## config.mk

```make
export PLATFORM = sky130hd
export DESIGN_NAME = ry420_csc
export DESIGN_NICKNAME = d
export VERILOG_FILES = /design/src/hdl/rgb_to_yuv420_converter_unit_assert.svh /design/src/hdl/ry420_pkg.sv /design/src/hdl/ry420_csc.sv
export SDC_FILE = /design/constraint.sdc
export NUM_CORES = 1
export LEC_CHECK = 0
export BUFFER_PORTS_ARGS = -buffer_cell sky130_fd_sc_hd__buf_2
export CORE_ASPECT_RATIO = 1.2
export CORE_MARGIN = 2
export CORE_UTILIZATION = 30
export DETAILED_ROUTE_END_ITERATION = 7
export GPL_TIMING_DRIVEN = 0
export MAX_ROUTING_LAYER = met4
export PLACE_DENSITY_LB_ADDON = 0.08
export SLEW_MARGIN = 20
export SYNTH_ARGS = -nofsm -noshare
export SYNTH_HDL_FRONTEND = slang
export SYNTH_SLANG_ARGS = --single-unit
export TNS_END_PERCENT = 1
```

## constraint.sdc

```tcl
create_clock -name vclk -period 12.48
set_input_delay 1.248 -clock vclk [all_inputs]
set_output_delay 1.248 -clock vclk [all_outputs]
set_load 0.02 [all_outputs]
```

## src/hdl/rgb_to_yuv420_converter_unit_assert.svh

```systemverilog
// ----------------------------------------------------------------------------
// RGB to YUV 4:2:0 converter assertion macros
// Concurrent assertion wrappers that drop out of synthesis builds.
// ----------------------------------------------------------------------------
`ifndef RGB_TO_YUV420_CONVERTER_UNIT_ASSERT_SVH
`define RGB_TO_YUV420_CONVERTER_UNIT_ASSERT_SVH

`ifndef SYNTHESIS

// Checked only while the block is out of reset.
`define RY420_ASSERT_RST(lbl, clk, rst_n, prop) \
    lbl: assert property (@(posedge clk) disable iff (!rst_n) prop) \
        else $error("rgb_to_yuv420_converter_unit: assertion failed");

// Checked on every clock edge, reset included.
`define RY420_ASSERT_ALWAYS(lbl, clk, prop) \
    lbl: assert property (@(posedge clk) prop) \
        else $error("rgb_to_yuv420_converter_unit: assertion failed");

`else

`define RY420_ASSERT_RST(lbl, clk, rst_n, prop)
`define RY420_ASSERT_ALWAYS(lbl, clk, prop)

`endif

`endif

```

## src/hdl/ry420_pkg.sv

```systemverilog
// ----------------------------------------------------------------------------
// RGB to YUV 4:2:0 converter package
// Shared payload types, register codes and default sizes.
// ----------------------------------------------------------------------------
package ry420_pkg;

    // Default sizes handed to the top level parameters.
    localparam int MAX_WIDTH_DEF = 2048;
    localparam int FRAC_BITS_DEF = 16;

    // Rows per frame never exceed this.
    localparam int MAX_ROWS = 4096;
    localparam int ROW_W    = 12;

    localparam int PIX_W = 8;

    // Configuration port.
    localparam int CFG_IDX_W  = 1;
    localparam int CFG_DATA_W = 13;
    localparam int FW_W       = 12;
    localparam int FH_W       = 13;

    localparam logic [CFG_IDX_W-1:0] REG_FRAME_WIDTH  = 1'd0;
    localparam logic [CFG_IDX_W-1:0] REG_FRAME_HEIGHT = 1'd1;

    localparam logic [FW_W-1:0] FRAME_WIDTH_RST  = 12'd640;
    localparam logic [FH_W-1:0] FRAME_HEIGHT_RST = 13'd480;

    typedef struct packed {
        logic [PIX_W-1:0] red;
        logic [PIX_W-1:0] green;
        logic [PIX_W-1:0] blue;
    } t_pixel;

    typedef struct packed {
        logic [PIX_W-1:0] luma;
        logic             chroma_valid;
        logic [PIX_W-1:0] cb_average;
        logic [PIX_W-1:0] cr_average;
        logic             frame_end;
    } t_result;

    // Raster position of the pixel about to be taken.
    typedef struct packed {
        logic col_odd;
        logic row_odd;
        logic frame_end;
    } t_pos;

endpackage

```

## src/hdl/ry420_csc.sv

```systemverilog
// ----------------------------------------------------------------------------
// Color space conversion
// Fixed-point luma and clamped per-pixel Cb and Cr from one RGB pixel.
// ----------------------------------------------------------------------------
module ry420_csc #(
    parameter int FRAC_BITS = ry420_pkg::FRAC_BITS_DEF
) (
    input  ry420_pkg::t_pixel      i_pixel,
    output logic [7:0]             o_luma,
    output logic [FRAC_BITS+7:0]   o_cb,
    output logic [FRAC_BITS+7:0]   o_cr
);

    // Signed working width covers the offset plus the largest weighted sum.
    localparam int SW = FRAC_BITS + 10;

    // Coefficients k/10000 rounded half up to FRAC_BITS fractional bits.
    localparam logic signed [SW-1:0] C_YR =
        SW'(((64'd2989 << FRAC_BITS) + 64'd5000) / 64'd10000);
    localparam logic signed [SW-1:0] C_YG =
        SW'(((64'd5866 << FRAC_BITS) + 64'd5000) / 64'd10000);
    localparam logic signed [SW-1:0] C_YB =
        SW'(((64'd1145 << FRAC_BITS) + 64'd5000) / 64'd10000);
    localparam logic signed [SW-1:0] C_UR =
        SW'(((64'd1688 << FRAC_BITS) + 64'd5000) / 64'd10000);
    localparam logic signed [SW-1:0] C_UG =
        SW'(((64'd3312 << FRAC_BITS) + 64'd5000) / 64'd10000);
    localparam logic signed [SW-1:0] C_HALF =
        SW'(((64'd5000 << FRAC_BITS) + 64'd5000) / 64'd10000);
    localparam logic signed [SW-1:0] C_VG =
        SW'(((64'd4184 << FRAC_BITS) + 64'd5000) / 64'd10000);
    localparam logic signed [SW-1:0] C_VB =
        SW'(((64'd816 << FRAC_BITS) + 64'd5000) / 64'd10000);
    localparam logic signed [SW-1:0] OFFSET = SW'(64'd128 << FRAC_BITS);
    localparam logic signed [SW-1:0] TOP    = SW'(64'd255 << FRAC_BITS);

    logic signed [SW-1:0]        red_s;
    logic signed [SW-1:0]        green_s;
    logic signed [SW-1:0]        blue_s;
    logic signed [SW-1:0]        y_sum;
    logic signed [SW-1:0]        cb_sum;
    logic signed [SW-1:0]        cr_sum;
    logic [SW-FRAC_BITS-1:0]     y_int;

    // Saturate a chroma sum to 0..255 with its fraction kept.
    function automatic logic [FRAC_BITS+7:0] clamp_chroma(input logic signed [SW-1:0] v);
        logic [FRAC_BITS+7:0] res;
        if (v < 0) begin
            res = '0;
        end else if (v > TOP) begin
            res = TOP[FRAC_BITS+7:0];
        end else begin
            res = v[FRAC_BITS+7:0];
        end
        return res;
    endfunction

    assign red_s   = SW'(i_pixel.red);
    assign green_s = SW'(i_pixel.green);
    assign blue_s  = SW'(i_pixel.blue);

    assign y_sum  = red_s * C_YR + green_s * C_YG + blue_s * C_YB;
    assign cb_sum = OFFSET - red_s * C_UR - green_s * C_UG + blue_s * C_HALF;
    assign cr_sum = OFFSET + red_s * C_HALF - green_s * C_VG - blue_s * C_VB;

    // Luma is never negative, so only the top needs a limit.
    assign y_int  = y_sum[SW-1:FRAC_BITS];
    assign o_luma = (y_int > (SW-FRAC_BITS)'(255)) ? 8'd255 : y_int[7:0];

    assign o_cb = clamp_chroma(cb_sum);
    assign o_cr = clamp_chroma(cr_sum);

endmodule

```

# Word level (Yosys, flattened, before mapping)

Cells that the tools add are included.

Magnitude comparators: 5
Muxes and demuxes: 5
Add/subtract/negate cells: 8
Multiply operators: 7

Operator list:

| operator                                                                           | number |
|---|---|
| 24-bit 2-to-1 mux                                                                  | 4 |
| 26-bit by 25-bit greater-than comparator with 1-bit output (second input constant) | 2 |
| 26-bit by 1-bit less-than comparator with 1-bit output (second input constant)     | 2 |
| 8-bit by 13-bit multiplier with 21-bit output (second input constant)              | 2 |
| 25-bit by 21-bit adder with 26-bit output                                          | 1 |
| 26-bit by 24-bit adder with 26-bit output                                          | 1 |
| 25-bit by 23-bit subtractor with 26-bit output                                     | 1 |
| 25-bit by 24-bit subtractor with 26-bit output                                     | 1 |
| 26-bit by 22-bit subtractor with 26-bit output                                     | 1 |
| 23-bit by 24-bit adder with 25-bit output                                          | 1 |
| 24-bit by 23-bit adder with 25-bit output (first input constant)                   | 1 |
| 24-bit by 22-bit subtractor with 25-bit output (first input constant)              | 1 |
| 8-bit by 16-bit multiplier with 24-bit output (second input constant)              | 1 |
| 8-bit by 15-bit multiplier with 23-bit output (second input constant)              | 1 |
| 8-bit by 14-bit multiplier with 22-bit output (second input constant)              | 1 |
| 8-bit by 11-bit multiplier with 19-bit output (second input constant)              | 1 |
| 8-bit by 9-bit multiplier with 17-bit output (second input constant)               | 1 |
| 10-bit by 8-bit greater-than comparator with 1-bit output (second input constant)  | 1 |
| 8-bit 2-to-1 mux                                                                   | 1 |

Input port bits: 24
Word-level logic and storage cells: 25
Output and inout bits: 56
Flip-flop bits (word level): 0

# Longest topological paths before layout

Depth in word-level cells: 7
Gate-level depth with buffers: 31
Gate-level depth less buffers: 29

# Worst setup path after synthesis

OpenSTA, ideal clock, no wires.

Path type: input to output
From: in i_pixel[22] (netlist bit)
To: out o_cb[17]
Data required time: 11.232 ns
Stages: 26
Data arrival time: 8.329 ns
Path buffers: 1
Path slack: 2.903 ns
Cells stage by stage: inv_1 > ha_1 > fa_1 > inv_1 > fa_1 > fa_1 > ha_1 > mux2_2 > a311o_1 > nor4_1 > nand2_1 > nor4_1 > nand2_1 > xnor2_1 > fa_1 > ha_1 > clkbuf_1 > nand4_1 > nor2_1 > and4_1 > o32a_1 > o221a_2 > nor3_1 > o2111ai_1 > or3_1 > a31oi_1

Longest elaborated chain between the ends: 7
Elaborated cells between the ends (all ways): 8
Those cells by class: add/sub: 3; mul: 1; order compare: 2; mux: 2

RTL lines:

| item                                                       | line            | text |
|---|---|---|
| from (decl)                                                | ry420_csc.sv:8  | `input ry420_pkg::t_pixel i_pixel,` |
| 8-bit by 13-bit multiplier with 21-bit output (*)          | ry420_csc.sv:63 | `assign cb_sum = OFFSET - red_s * C_UR - green_s * C_UG + blue_s * C_HALF;` |
| 24-bit by 22-bit subtractor with 25-bit output (*)         | ry420_csc.sv:63 |  |
| 25-bit by 24-bit subtractor with 26-bit output (*)         | ry420_csc.sv:63 |  |
| 26-bit by 24-bit adder with 26-bit output (*)              | ry420_csc.sv:63 |  |
| 26-bit by 25-bit greater-than comparator with 1-bit output | ry420_csc.sv:50 | `end else if (v > TOP) begin` |
| 24-bit 2-to-1 mux                                          | ry420_csc.sv:50 |  |
| 24-bit 2-to-1 mux (*)                                      | ry420_csc.sv:48 | `if (v < 0) begin` |
| to (decl)                                                  | ry420_csc.sv:10 | `output logic [FRAC_BITS+7:0] o_cb,` |

Every way passes the cells marked *; elsewhere a longest branch is shown, timed or not.

# Worst setup path in the final report

From: in i_pixel[22] (netlist bit)
To: out o_cb[9]

The elaborated chain is that of the path after synthesis.

==> impl_metrics.ini <==
[global_route]
grt_max_degree = 17
antenna_found_initial = 1
grt_pass1_vias = 13090
overflow = 0
grt_pass1_wl_um = 74070
track_usage_pct = 17.57

[sta]
setup_viol = 0
rsz0062_at_grt = no
max_freq_ghz = 0.08550
drv_slew = 0
max_slew_margin_pct = 44.64
period_needed_ns = 11.70
tns_ns = 0
hold_viol = 0
worst_pin_slew_ns = 0.8175
timing.hold.ws_ns = 3.511
finalCritPeriodShare_pct = 93.72

[placed_design]
port_buffers = 77
hpwlAfterDp_um = 42260
place_congestion = 0.8273
dp.cells = 2608

[floorplan]
fp.dieH_um = 256.0
die_x_um = 214.0
rows = 92
core_region_area_um2 = 52380
start_util_pct = 30.32
ioPinCount = 80
die_area_um2 = 54800

[setup_path]
worstSetupPathType = input port to output pin
critPathMaxStageDelay_ns = 0.71
crit_fanout = 11
cp-start-kind = input port
cpLargestDelayFamily = adder cells
arrival_ns = 10.45
cp.required_ns = 11.23
crit_top_cell = fa_1
endpoint_kind = output pin
path_buf_inv = 6
cp_slowest_cell = nor4_1

[yosys]
synth_area_um2 = 15880
synth.avg_cell_area_um2 = 8.706
ys_types = 82
yosys_warnings = 0
synthCells = 1824
yosysSeqAreaShare_pct = 0

[cells_and_area]
clockBufferCount = 0
final_cell_mix = 402 x ha_1, 355 x inv_1, 197 x fa_1, 90 x nor2_1, 87 x a21oi_1
instances_no_fill = 2609
area_growth_pct = 8.044
register_area_um2 = 0
seq_cell_count = 0
post-route-util_pct = 32.76
nNetsFinal = 2528
layout_commonest_cell = ha_1
drive_gt1_share_pct = 7.409

[drt]
viasPerCell = 4.869
dr.pass1.iters = 5
drtIter0Drc = 560
highest_layer = met4
ant_nets = 0
wl_um = 47110
met1_length_um = 22010
wl_per_cell_um = 18.06
wl_met2_um = 24060
met3_length_um = 790
drcViolationCount = 0
via_count = 12700

[min_path]
hold_class = input port to output pin

[outcome]
status = complete, no violations

[clocking]
cts_resized = 0
post_cts_buffers = 0
postCtsHoldBufs = 0

[job]
max-cap-violations = 0
[stage by stage]
step	area, um^2	setup slack (ns)
6_report	17160	0.7843
2_1_floorplan	15890	2.903
4_1_cts	17160	0.8289
3_3_place_gp	17160	0.8364
5_1_grt	17160	0.1775
3_5_place_dp	17160	0.8564
[per-layer routing]
layer  track usage, %  vias up
met5                -        -
met1            22.88     6203
met4           0.7187        0
met2            31.65      121
met3           0.7487       10
li1                 -     6370
[Yosys cell counts (all sizes together) (4+ instances only)]
library cell,number,area share (%)
nor3b,4,0.19
o21a,17,0.80
nor2,90,2.1
clkbuf,16,0.38
and3,15,0.59
o21bai,14,0.66
o2111ai,6,0.33
nand3b,4,0.19
inv,355,8.4
nor3,55,2.2
and4,4,0.22
or3,13,0.51
fa,197,25
nand3,38,1.2
a21boi,8,0.40
buf,10,0.43
a2111oi,6,0.57
a31oi,9,0.35
a31o,4,0.22
a21o,32,1.5
a211oi,19,0.99
and2,11,0.43
ha,402,32
o311a,4,0.25
nand4,12,0.47
nand2b,14,0.55
nor2b,11,0.43
xor2,38,2.1
or2,12,0.47
a21oi,88,2.8
o211ai,11,0.52
nor4,14,0.69
nand2,85,2.0
a211o,7,0.39
xnor2,80,4.5
o41ai,6,0.33
o21ai,56,1.8
o31a,6,0.33
or4,4,0.19
[worst paths after layout]
| check | startpoint | endpoint | depth (start not counted) |
|---|---|---|---|
| worst max-delay path | i_pixel[22] | o_cb[9] | 29 |
| worst min-delay path | i_pixel[16] | o_cb[1] | 4 |
[cells by family after synthesis]
kind of cell,count (synthesis),synth area share [%]
adder cells (fa/ha/maj),599,56.51
AND/OR/NAND/NOR,394,13.09
buffers and inverters,381,9.203
AO/OA/AOI/OAI,328,14.30
XOR/XNOR,118,6.674
multiplexers,3,0.2048
other,1,0.02361
[cell type report]
type	instances	area, um^2
timing repair buffer	77	385.4
tap	705	882.1
antenna	1	2.502
buffer	26	128.9
multi-input combinational	1445	14430
inverter	355	1333
fill	5638	35220
Power is not shown: default switching activity piles up to over one toggle a cycle in this logic, so the estimate is an artifact.
