### src/hdl/rgb_to_yuv420_converter_unit_assert.svh
// ----------------------------------------------------------------------------
// RGB to YUV 4:2:0 converter assertion macros
// Concurrent assertion wrappers that drop out of synthesis builds.
// ----------------------------------------------------------------------------
`ifndef RGB_TO_YUV420_CONVERTER_UNIT_ASSERT_SVH
`define RGB_TO_YUV420_CONVERTER_UNIT_ASSERT_SVH

`ifndef SYNTHESIS

// Checked only while the block is out of reset.
`define RY420_ASSERT_RST(lbl, clk, rst_n, prop) \
    lbl: assert property (@(posedge clk) disable iff (!rst_n) prop) \
        else $error("rgb_to_yuv420_converter_unit: assertion failed");

// Checked on every clock edge, reset included.
`define RY420_ASSERT_ALWAYS(lbl, clk, prop) \
    lbl: assert property (@(posedge clk) prop) \
        else $error("rgb_to_yuv420_converter_unit: assertion failed");

`else

`define RY420_ASSERT_RST(lbl, clk, rst_n, prop)
`define RY420_ASSERT_ALWAYS(lbl, clk, prop)

`endif

`endif

### src/hdl/ry420_pkg.sv
// ----------------------------------------------------------------------------
// RGB to YUV 4:2:0 converter package
// Shared payload types, register codes and default sizes.
// ----------------------------------------------------------------------------
package ry420_pkg;

    // Default sizes handed to the top level parameters.
    localparam int MAX_WIDTH_DEF = 2048;
    localparam int FRAC_BITS_DEF = 16;

    // Rows per frame never exceed this.
    localparam int MAX_ROWS = 4096;
    localparam int ROW_W    = 12;

    localparam int PIX_W = 8;

    // Configuration port.
    localparam int CFG_IDX_W  = 1;
    localparam int CFG_DATA_W = 13;
    localparam int FW_W       = 12;
    localparam int FH_W       = 13;

    localparam logic [CFG_IDX_W-1:0] REG_FRAME_WIDTH  = 1'd0;
    localparam logic [CFG_IDX_W-1:0] REG_FRAME_HEIGHT = 1'd1;

    localparam logic [FW_W-1:0] FRAME_WIDTH_RST  = 12'd640;
    localparam logic [FH_W-1:0] FRAME_HEIGHT_RST = 13'd480;

    typedef struct packed {
        logic [PIX_W-1:0] red;
        logic [PIX_W-1:0] green;
        logic [PIX_W-1:0] blue;
    } t_pixel;

    typedef struct packed {
        logic [PIX_W-1:0] luma;
        logic             chroma_valid;
        logic [PIX_W-1:0] cb_average;
        logic [PIX_W-1:0] cr_average;
        logic             frame_end;
    } t_result;

    // Raster position of the pixel about to be taken.
    typedef struct packed {
        logic col_odd;
        logic row_odd;
        logic frame_end;
    } t_pos;

endpackage

### src/hdl/ry420_raster.sv
// ----------------------------------------------------------------------------
// Raster tracker
// Frame size registers and the column and row position of the next pixel.
// ----------------------------------------------------------------------------
module ry420_raster #(
    parameter int MAX_WIDTH = ry420_pkg::MAX_WIDTH_DEF
) (
    input  logic                                 i_clk,
    input  logic                                 i_rst_n,
    input  logic                                 i_cfg_valid,
    input  logic [ry420_pkg::CFG_IDX_W-1:0]      i_cfg_index,
    input  logic [ry420_pkg::CFG_DATA_W-1:0]     i_cfg_data,
    input  logic                                 i_advance,
    output ry420_pkg::t_pos                      o_pos,
    output logic [$clog2((MAX_WIDTH+1)/2)-1:0]   o_pair_idx
);

    localparam int LINE_DEPTH = (MAX_WIDTH + 1) / 2;
    localparam int AW         = $clog2(LINE_DEPTH);
    localparam int XW         = AW + 1;

    logic [ry420_pkg::FW_W-1:0]  r_frame_width;
    logic [ry420_pkg::FH_W-1:0]  r_frame_height;
    logic [XW-1:0]               r_col;
    logic [XW-1:0]               n_col;
    logic [ry420_pkg::ROW_W-1:0] r_row;
    logic [ry420_pkg::ROW_W-1:0] n_row;
    logic                        row_end;
    logic                        frame_last;

    always_ff @(posedge i_clk) begin
        if (!i_rst_n) begin
            r_frame_width  <= ry420_pkg::FRAME_WIDTH_RST;
            r_frame_height <= ry420_pkg::FRAME_HEIGHT_RST;
        end else if (i_cfg_valid) begin
            case (i_cfg_index)
                ry420_pkg::REG_FRAME_WIDTH: begin
                    r_frame_width <= i_cfg_data[ry420_pkg::FW_W-1:0];
                end
                ry420_pkg::REG_FRAME_HEIGHT: begin
                    r_frame_height <= i_cfg_data[ry420_pkg::FH_W-1:0];
                end
                default: begin
                end
            endcase
        end
    end

    // A zero size behaves as one; a size past the maximum ends at the maximum.
    assign row_end = (32'(r_col) + 32'd1 >= 32'(r_frame_width)) ||
                     (32'(r_col) + 32'd1 >= 32'(MAX_WIDTH));
    assign frame_last = row_end &&
                        ((32'(r_row) + 32'd1 >= 32'(r_frame_height)) ||
                         (32'(r_row) + 32'd1 >= 32'(ry420_pkg::MAX_ROWS)));

    always_comb begin
        n_col = r_col;
        n_row = r_row;
        if (row_end) begin
            n_col = '0;
            n_row = frame_last ? '0 : r_row + ry420_pkg::ROW_W'(1);
        end else begin
            n_col = r_col + XW'(1);
        end
    end

    always_ff @(posedge i_clk) begin
        if (!i_rst_n) begin
            r_col <= '0;
            r_row <= '0;
        end else if (i_advance) begin
            r_col <= n_col;
            r_row <= n_row;
        end
    end

    assign o_pos.col_odd   = r_col[0];
    assign o_pos.row_odd   = r_row[0];
    assign o_pos.frame_end = frame_last;
    assign o_pair_idx      = r_col[XW-1:1];

endmodule

### config.mk
export PLATFORM = sky130hd
export DESIGN_NAME = ry420_raster
export DESIGN_NICKNAME = d
export VERILOG_FILES = /design/src/hdl/rgb_to_yuv420_converter_unit_assert.svh /design/src/hdl/ry420_pkg.sv /design/src/hdl/ry420_raster.sv
export SDC_FILE = /design/constraint.sdc
export NUM_CORES = 1
export LEC_CHECK = 0
export ABC_AREA = 1
export BUFFER_PORTS_ARGS = -buffer_cell sky130_fd_sc_hd__buf_2
export CORE_UTILIZATION = 55
export DETAILED_ROUTE_END_ITERATION = 10
export GPL_ROUTABILITY_DRIVEN = 1
export PLACE_DENSITY = 0.76
export SLEW_MARGIN = 20
export SYNTH_ARGS = -nofsm -noshare
export SYNTH_HDL_FRONTEND = slang
export SYNTH_SLANG_ARGS = --single-unit
### constraint.sdc
create_clock -name i_clk -period 5.56 [get_ports i_clk]
set_clock_uncertainty 0.05 [all_clocks]
set_input_delay 0.556 -clock i_clk [delete_from_list [all_inputs] [get_ports i_clk]]
set_output_delay 0.556 -clock i_clk [all_outputs]
set_load 0.02 [all_outputs]
== After elaboration in Yosys (flattened, before gate mapping) ==
Cells that the tools add are included.

* Bits in registers: 48
* Bits in latches: 0
* Memory bits (writable): 0
* Bits in read-only memories: 0
* Output and inout port bits: 13
* Word-level logic and storage cells: 21
* Memories kept: 0

* Add/sub/neg operators: 4
* Multipliers: 0
* Div/mod/pow operators: 0
* Order comparisons: 4
* Equality and inequality tests: 0
* Shift-type cells: 0
* Mux-type cells: 2
* Bitwise operators: 1
* Reduce and logical (&&, ||, !) cells: 6

{| class="wikitable"
|+ Operators with widths
! cell !! count
|-
| >= comparator 32 x 12 -> 1 bit || 1
|-
| >= comparator 32 x 13 -> 1 bit || 1
|-
| adder 12 x 1 -> 13 bit, second input constant || 1
|-
| >= comparator 13 bit, second input constant || 1
|-
| adder 11 x 1 -> 12 bit, second input constant || 1
|-
| adder 12 x 1 -> 12 bit, second input constant || 1
|-
| >= comparator 12 bit, second input constant || 1
|-
| two-way mux 12 bit || 1
|-
| adder 11 x 1 -> 11 bit, second input constant || 1
|-
| two-way mux 11 bit || 1
|-
| AND reduction 2 bit || 3
|-
| logical OR 1 bit || 2
|-
| logical AND 1 bit || 1
|-
| NOT 1 bit || 1
|}

== Depth between registers and ports, before layout ==
Gate-level depths: netlist of run 1.

* Word-level depth: 5
* Mapped depth: 18

== Worst setup path before layout of run 1 ==
OpenSTA, ideal clock, no wires.

* Path kind: register -> output
* From: reg r_col[0]
* To: out o_pos[0] (netlist bit)
* Arrival: 2286 ps
* Required time: 4954 ps
* Setup slack: 2668 ps
* Stages on the path, launching flop included: 18
* Buffers on the path: 1
* Cell sequence: dfxtp_1 > ha_1 > nand2_1 > inv_1 > nand3_1 > nand3b_1 > nand2_1 > inv_1 > nor2_1 > inv_1 > ha_1 > nand2_1 > o21ai_0 > nor2_2 > nand2_4 > nand2b_1 > inv_1 > buf_4

* Word-level cells in the longest chain between the ends: 4
* Elaborated cells between the ends (all ways): 5
* Classes of those cells: add/sub: 1; order compare: 2; reduce/logical: 2

{| class="wikitable"
|+ RTL lines
! what !! line !! RTL
|-
| from (decl) || ry420_raster.sv:24 || <nowiki>logic [XW-1:0] r_col;</nowiki>
|-
| from (signal assigned) || ry420_raster.sv:72 || <nowiki>r_col <= n_col;</nowiki>
|-
| adder 11 x 1 -> 12 bit * || ry420_raster.sv:50, ry420_raster.sv:51 ||
|-
| >= comparator 32 x 12 -> 1 bit / >= comparator 12 bit (equally long branches) || ry420_raster.sv:50, ry420_raster.sv:51 ||
|-
| logical OR 1 bit * || ry420_raster.sv:50 || <nowiki>assign row_end = (32'(r_col) + 32'd1 >= 32'(r_frame_width)) ||</nowiki>
|-
| logical AND 1 bit * || ry420_raster.sv:52 || <nowiki>assign frame_last = row_end &&</nowiki>
|-
| to (decl) || ry420_raster.sv:14 || <nowiki>output ry420_pkg::t_pos o_pos,</nowiki>
|}

Mark *: on every way between the ends. The rest lies on a longest branch, timed or not.

==> results of run 1 <==
-- per-layer routing --
layer,vias up,track usage (%),part of all wire [%]
li1,1319,-,-
met1,1146,31.29,50
met2,53,39.04,45
met3,6,4.115,4.6
met4,0,5.769,0.94
met5,-,0,0
-- how the worst min path moves through the flow --
stage               depth (start not counted)               start            endpoint  slack (ns)
global placement                            2  r_frame_height[11]  r_frame_height[11]        0.40
floorplan                                   2  r_frame_height[10]  r_frame_height[10]        0.38
CTS                                         2   r_frame_height[2]   r_frame_height[2]        0.42
finish                                      2   r_frame_height[2]   r_frame_height[2]        0.41
detailed placement                          2    r_frame_width[8]    r_frame_width[8]        0.41
global route                                2   r_frame_height[2]   r_frame_height[2]        0.43
-- state kept, by name (all words and copies together) (netlist names) --
name / count
r_row: 12
r_frame_width: 12
r_col: 11
r_frame_height: 13
-- cell type report --
type / count / area (µm²)
clock buffer: 6 / 72.57
clock inverter: 1 / 5.005
fill: 478 / 1762
inverter: 57 / 214.0
multi-input combinational: 276 / 1569
sequential: 48 / 960.9
tap: 67 / 83.83
timing repair buffer: 30 / 150.1
-- cell usage in the layout, fill, tap and decap left out, types with 2 or more instances in the layout --
| cell type | synthesis | routed |
|---|---|---|
| sky130_fd_sc_hd__nand3_1 | 5 | 5 |
| sky130_fd_sc_hd__nand4_1 | 16 | 16 |
| sky130_fd_sc_hd__dfxtp_1 | 48 | 48 |
| sky130_fd_sc_hd__ha_1 | 27 | 27 |
| sky130_fd_sc_hd__buf_2 | 2 | 30 |
| sky130_fd_sc_hd__nor3_1 | 2 | 2 |
| sky130_fd_sc_hd__nor2_2 | 2 | 2 |
| sky130_fd_sc_hd__inv_1 | 55 | 55 |
| sky130_fd_sc_hd__nor2_1 | 24 | 24 |
| sky130_fd_sc_hd__clkbuf_8 | 0 | 5 |
| sky130_fd_sc_hd__xor2_1 | 9 | 9 |
| sky130_fd_sc_hd__nand2_2 | 2 | 2 |
| sky130_fd_sc_hd__o21ai_0 | 20 | 20 |
| sky130_fd_sc_hd__a21oi_1 | 50 | 50 |
| sky130_fd_sc_hd__nand2_1 | 99 | 99 |
| sky130_fd_sc_hd__xnor2_1 | 6 | 6 |
| sky130_fd_sc_hd__o211ai_1 | 6 | 6 |
| sky130_fd_sc_hd__nand3b_1 | 2 | 2 |
| sky130_fd_sc_hd__nor2_4 | 2 | 2 |
-- worst register-to-register path, stage by stage, from the launching register on --
cell,delay [ns]
sky130_fd_sc_hd__dfxtp_1,0.47
sky130_fd_sc_hd__ha_1,0.25
sky130_fd_sc_hd__nand2_1,0.07
sky130_fd_sc_hd__inv_1,0.13
sky130_fd_sc_hd__nand3_1,0.12
sky130_fd_sc_hd__nand3b_1,0.19
sky130_fd_sc_hd__nand2_1,0.07
sky130_fd_sc_hd__inv_1,0.03
sky130_fd_sc_hd__nor2_1,0.07
sky130_fd_sc_hd__inv_1,0.06
sky130_fd_sc_hd__ha_1,0.26
sky130_fd_sc_hd__nand2_1,0.07
sky130_fd_sc_hd__o21ai_0,0.10
sky130_fd_sc_hd__nor2_2,0.16
sky130_fd_sc_hd__nand2_4,0.14
sky130_fd_sc_hd__nor2_1,0.60
sky130_fd_sc_hd__nand2_1,0.12
sky130_fd_sc_hd__a21oi_1,0.15
-- power breakdown --
part / internal, µW / switching [µW] / total (µW)
clock network: 85.7 / 111 / 197
registers: 357 / 5.20 / 362
logic: 25.7 / 47.8 / 73.5
-- cells by family (layout without fill, tap and decap cells) --
family | Yosys count | in the layout | synth area share (%)
simple gates | 157 | 157 | 24.70
compound gates | 77 | 77 | 14.28
buf+inv | 71 | 94 | 10.33
flops | 48 | 48 | 34.06
fa+ha+maj | 27 | 27 | 11.97
xor+xnor | 15 | 15 | 4.656
-- stage by stage --
step / std cells / hold WS, ns / setup slack [ns] / cell area [µm²]
finish: 485 / 0.4135 / 1.764 / 3055
floorplan: 395 / 0.3847 / 2.668 / 2821
detailed placement: 478 / 0.4053 / 2.140 / 2978
CTS: 485 / 0.4176 / 1.771 / 3055
global placement: 478 / 0.4011 / 2.195 / 2978
global route: 485 / 0.4340 / 1.402 / 3055
==> metrics, run 1 <==
number of global-route vias before repair 2188; setup repair after global routing missed its margin false; total power per unit cell area 206.9 nW/µm²; worst slew slack as a fraction of its limit 45.59%; end of the worst register-to-register path r_col[10]; number of buffers created by CTS 5; cell type with the highest occurrence count on the critical path sky130_fd_sc_hd__nand2_1; count of endpoints failing hold in the final timing report 0; cts repair resizes 0; RR Startpoint r_col[0]; Avg Vias per Cell 5.204; leftover overflow at the end of global routing 0; DRC marker count from the first detailed-route iteration 128; root cell of the clock tree sky130_fd_sc_hd__clkbuf_8; synth unique cells 27; Die ar. 5421 µm²; final weighted congestion in routability-driven placement 0.8876; clock slew at the register clock pins of the worst setup and hold paths 0.08 ns; first-pass GRT wire length 9.715 mm; count of buffers added by post-CTS timing repair for setup 0; die height 73.63 µm; Net Count, Synth 440; Max Fanout on Critical Path 13; share of synthesized area occupied by flip-flops and latches 34.06%; Worst Setup Path Type reg2out; htree depth 2; worst ir drop on vdd 0.1533 mV; Mapped Avg Cell Area 7.143 µm²; fmax 263.4 MHz; Syn. warnings 0; max-cap viol count 0; summed instance area of the synthesized netlist 2821 µm²; run status finished, final reports clean; Port Buffers 30; # diodes 0; required time at the endpoint of the critical path 4.95 ns; Row Count 25; worst min-delay path class reg2reg; Floorplan Core Area 4817 µm²; remaining number of nets flagged by the antenna check after routing 0; aggregate routed wire length 5.761 mm; largest net degree at the start of global routing 27; final critical delay including setup and external delays 3.796 ns; register-to-register setup slack 2.37 ns; number of optimization iterations in the first detailed-route pass 4; layout cell share with drive strength beyond 1 10.77%; post-route DRC violation count 0; # IOs 31; post-route total power 632.1 µW; Layout Nets 463; largest incremental delay on the critical path 0.64 ns; top-count cell post-synth sky130_fd_sc_hd__nand2_1; final setup violating endpoints 0; drt wl/cell 11.88 µm; number of antenna violations at the first check in global routing 0; clock insertion delay at the later pin of the skew report 0.30 ns; leading cell types by count after synthesis 99 x sky130_fd_sc_hd__nand2_1, 55 x sky130_fd_sc_hd__inv_1, 50 x sky130_fd_sc_hd__a21oi_1, 48 x sky130_fd_sc_hd__dfxtp_1, 27 x sky130_fd_sc_hd__ha_1; Top delay family on crit path simple AND/OR/NAND/NOR gates; Static Leak 0.001482 µW; crit path from r_row[0]; relative area change from synthesis to final layout 8.293%; DP Wirelength 4.449 mm; number of buffers on the longest clock path 2; ys flop type sky130_fd_sc_hd__dfxtp_1; share of the synthesized area in the top cell type 34.06%; worst r2r path cells 17; critical path depth in cells 17; initial core utilization 58.57%; setup TNS 0 ns; clock sinks 48; type of element capturing the critical path output port; crit path capture o_pos[0]; gate count after technology mapping 395; gr usage total 23.40%; top post-synthesis cells by area sky130_fd_sc_hd__dfxtp_1 34%, sky130_fd_sc_hd__nand2_1 13%, sky130_fd_sc_hd__ha_1 12%; Crit-path slowest cell sky130_fd_sc_hd__a21oi_1; crit start category register; core utilization of the finished layout 63.43%; ys async rst share 0%; chain of cells forming the critical path ha_1 > nand3_1 > inv_1 > nand2_1 > nor2_1 > xor2_1 > ha_1 > nand2_1 > inv_1 > nand2_1 > nand2_1 > nand2_1 > nand3b_1 > a21oi_1 > nand2b_1 > inv_1 > buf_2; number of buffer and inverter instances along the worst setup path 4; Worst Path Arrival 3.19 ns; number of buffers inserted by hold repair at cts 0; floorplan die width 73.63 µm; final cycle utilization of the critical path 68.28%; number of vias in the routed layout 2524; TritonCTS clock tree built; number of pins exceeding their max-slew limit in the final report 0; most area-hungry cell type in the Yosys netlist sky130_fd_sc_hd__dfxtp_1; transition time at the pin with the least slew margin 0.8162 ns; number of enable-type register cells in the synthesized netlist 0; flop and latch count out of synthesis 48
(Power assumes the default switching activity.)
==> run 2: changes to the inputs <==
--- a/config.mk
+++ b/config.mk
@@ -7,7 +7,7 @@
 export LEC_CHECK = 0
 export ABC_AREA = 1
 export BUFFER_PORTS_ARGS = -buffer_cell sky130_fd_sc_hd__buf_2
-export CORE_UTILIZATION = 55
+export CORE_UTILIZATION = 53
 export DETAILED_ROUTE_END_ITERATION = 10
 export GPL_ROUTABILITY_DRIVEN = 1
 export PLACE_DENSITY = 0.76
==> constraint.sdc (replaced) <==
create_clock -name i_clk -period 3.4 [get_ports i_clk]
set_clock_uncertainty 0.05 [all_clocks]
set_input_delay 0.34 -clock i_clk [delete_from_list [all_inputs] [get_ports i_clk]]
set_output_delay 0.34 -clock i_clk [all_outputs]
set_load 0.02 [all_outputs]
==> metrics, run 2 (same netlist as run 1, synthesis figures left out) <==
fmax 317.7 MHz; worst slack at placement 0.5970 ns (was 2.140 ns); area used by sequential logic in the layout 960.9 µm² (unchanged); routed wl met3 285 µm (was 265 µm); count of buffers added by post-CTS timing repair for setup 0 (unchanged); number of global-route vias before repair 2247 (was 2188); number of buffers on the longest clock path 2 (unchanged); Avg Vias per Cell 5.155 (was 5.204); fill cell instance count of the final layout 503 (was 478); final cycle utilization of the critical path 92.57%; clock slew at the register clock pins of the worst setup and hold paths 0.09 ns (was 0.08 ns); relative area change from synthesis to final layout 9.401% (was 8.293%); Floorplan Core Area 5107 µm² (was 4817 µm²); worst min-delay path class in2reg (was reg2reg); type of element capturing the critical path output port (unchanged); Max Fanout on Critical Path 15 (was 13); registers with the most flip-flops r_frame_height: 13 flops, r_frame_width: 12 flops, r_row: 12 flops (unchanged); TritonCTS clock tree built (unchanged); Port Buffers 30 (unchanged); Die ar. 5619 µm² (was 5421 µm²); cts repair resizes 0 (unchanged); Worst Path Arrival 2.76 ns (was 3.19 ns); number of optimization iterations in the first detailed-route pass 4 (unchanged); Static Leak 0.001496 µW (was 0.001482 µW); setup TNS 0 ns (unchanged); Layout Nets 465 (was 463); number of pins exceeding their max-slew limit in the final report 0 (unchanged); Final Instance Count excl. Fillers 491 (was 485); post-placement cell count 483 (was 478); leftover overflow at the end of global routing 0 (unchanged); first-pass GRT wire length 9.942 mm (was 9.715 mm); aggregate routed wire length 6.004 mm (was 5.761 mm); floorplan die width 74.96 µm (was 73.63 µm); initial core utilization 55.24% (was 58.57%); commonest cells after routing, fill and taps aside 99 x sky130_fd_sc_hd__nand2_1, 55 x sky130_fd_sc_hd__inv_1, 50 x sky130_fd_sc_hd__a21oi_1, 48 x sky130_fd_sc_hd__dfxtp_1, 30 x sky130_fd_sc_hd__buf_2 (unchanged); transition time at the pin with the least slew margin 0.7274 ns (was 0.8162 ns); register name with the most flops r_frame_height (unchanged); final worst setup slack 0.2527 ns (was 1.764 ns); die height 74.96 µm (was 73.63 µm); worst ir drop on vdd 0.1890 mV (was 0.1533 mV); # diodes 0 (unchanged); # IOs 31 (unchanged); max-cap viol count 0 (unchanged); largest net degree at the start of global routing 27 (unchanged); drt wl/cell 12.23 µm (was 11.88 µm); worst slew slack as a fraction of its limit 51.46% (was 45.59%); clock sinks 48 (unchanged); layout cell share with drive strength beyond 1 11.16% (was 10.77%); highest metal used met4 (unchanged); area of the multi-input gates 1569 µm² (unchanged); number of antenna violations at the first check in global routing 0 (unchanged); detailed-route wire length on metal 1 2.965 mm (was 2.852 mm); number of buffers inserted by hold repair at cts 0 (unchanged); final critical delay including setup and external delays 3.147 ns; Row Count 26 (was 25); run status finished, final reports clean (unchanged); total power per unit cell area 346.9 nW/µm² (was 206.9 nW/µm²); count of endpoints failing hold in the final timing report 0 (unchanged); gr usage total 23.46% (was 23.40%); clock insertion delay at the later pin of the skew report 0.30 ns (about the same); Worst Setup Path Type reg2out (unchanged); setup repair after global routing missed its margin false (unchanged); htree depth 2 (unchanged); final hold slack 0.2222 ns (was 0.4135 ns); required time at the endpoint of the critical path 3.01 ns (was 4.95 ns); post-route DRC violation count 0 (unchanged); remaining number of nets flagged by the antenna check after routing 0 (unchanged); post-route total power 1071 µW (was 632.1 µW); DP Wirelength 4.504 mm (was 4.449 mm); number of flip-flops under the largest register name 13 (unchanged); most common cell after layout, fill and taps aside sky130_fd_sc_hd__nand2_1 (unchanged); root cell of the clock tree sky130_fd_sc_hd__clkbuf_8 (unchanged); met2 routed WL 2.672 mm (was 2.590 mm); crit start category register (unchanged); final weighted congestion in routability-driven placement 0.8438 (was 0.8876); number of vias in the routed layout 2531 (was 2524); number of buffers created by CTS 5 (unchanged); final setup violating endpoints 0 (unchanged); DRC marker count from the first detailed-route iteration 162 (was 128)
[run 2: cell count changes in the layout (fill, tap and decap cells not counted), sizes merged]
cell	delta
clkinv	-1
buf	+2
clkbuf	+2
[run 2: final timing paths]
path         cells after the start        startpoint  slack [ns]                 to
max                             17          r_col[0]        0.25           o_pos[0]
min                              3     i_cfg_data[5]        0.22  r_frame_height[5]
max reg2reg                     18          r_col[0]        0.60           r_col[6]
min reg2reg                      2  r_frame_width[1]        0.41   r_frame_width[1]
[run 2: where the power goes]
| group | switching, µW | total (µW) | internal (µW) |
|---|---|---|---|
| combinational | 80.9 | 124 | 43.4 |
| sequential | 8.00 | 591 | 583 |
| clock | 189 | 355 | 166 |
[run 2: final cells by class]
cell class	count	share of cell area [%]
Sequential cell	48	31.13
Timing Repair Buffer	32	5.351
Clock buffer	8	2.919
Multi-Input combinational cell	276	50.83
Inverter	57	6.931
Tap cell	70	2.837
[run 2: metal layers]
metal  track usage, %  vias up
met2            37.84       66
met5                0        -
met4            7.547        0
met3            2.945        7
met1            32.64     1134
li1                 -     1324
[run 2: metrics by stage]
step	instance area [µm²]	util (%)
finish	3087	60.44
global route	3087	60.44
global placement	2997	58.67
CTS	3087	60.44
floorplan	2821	-
detailed placement	2997	58.67
[run 2: worst max-delay path, stage by stage, from the launching register on]
cell	delay, ns
sky130_fd_sc_hd__dfxtp_1	0.45
sky130_fd_sc_hd__ha_1	0.23
sky130_fd_sc_hd__nand2_1	0.06
sky130_fd_sc_hd__inv_1	0.12
sky130_fd_sc_hd__nand3_1	0.12
sky130_fd_sc_hd__nand3b_1	0.19
sky130_fd_sc_hd__nand2_1	0.07
sky130_fd_sc_hd__inv_1	0.03
sky130_fd_sc_hd__nor2_1	0.07
sky130_fd_sc_hd__inv_1	0.06
sky130_fd_sc_hd__ha_1	0.26
sky130_fd_sc_hd__nand2_1	0.05
sky130_fd_sc_hd__o21ai_0	0.21
sky130_fd_sc_hd__nor2_2	0.08
sky130_fd_sc_hd__nand2_4	0.17
sky130_fd_sc_hd__nand2b_1	0.08
sky130_fd_sc_hd__inv_1	0.05
sky130_fd_sc_hd__buf_2	0.15
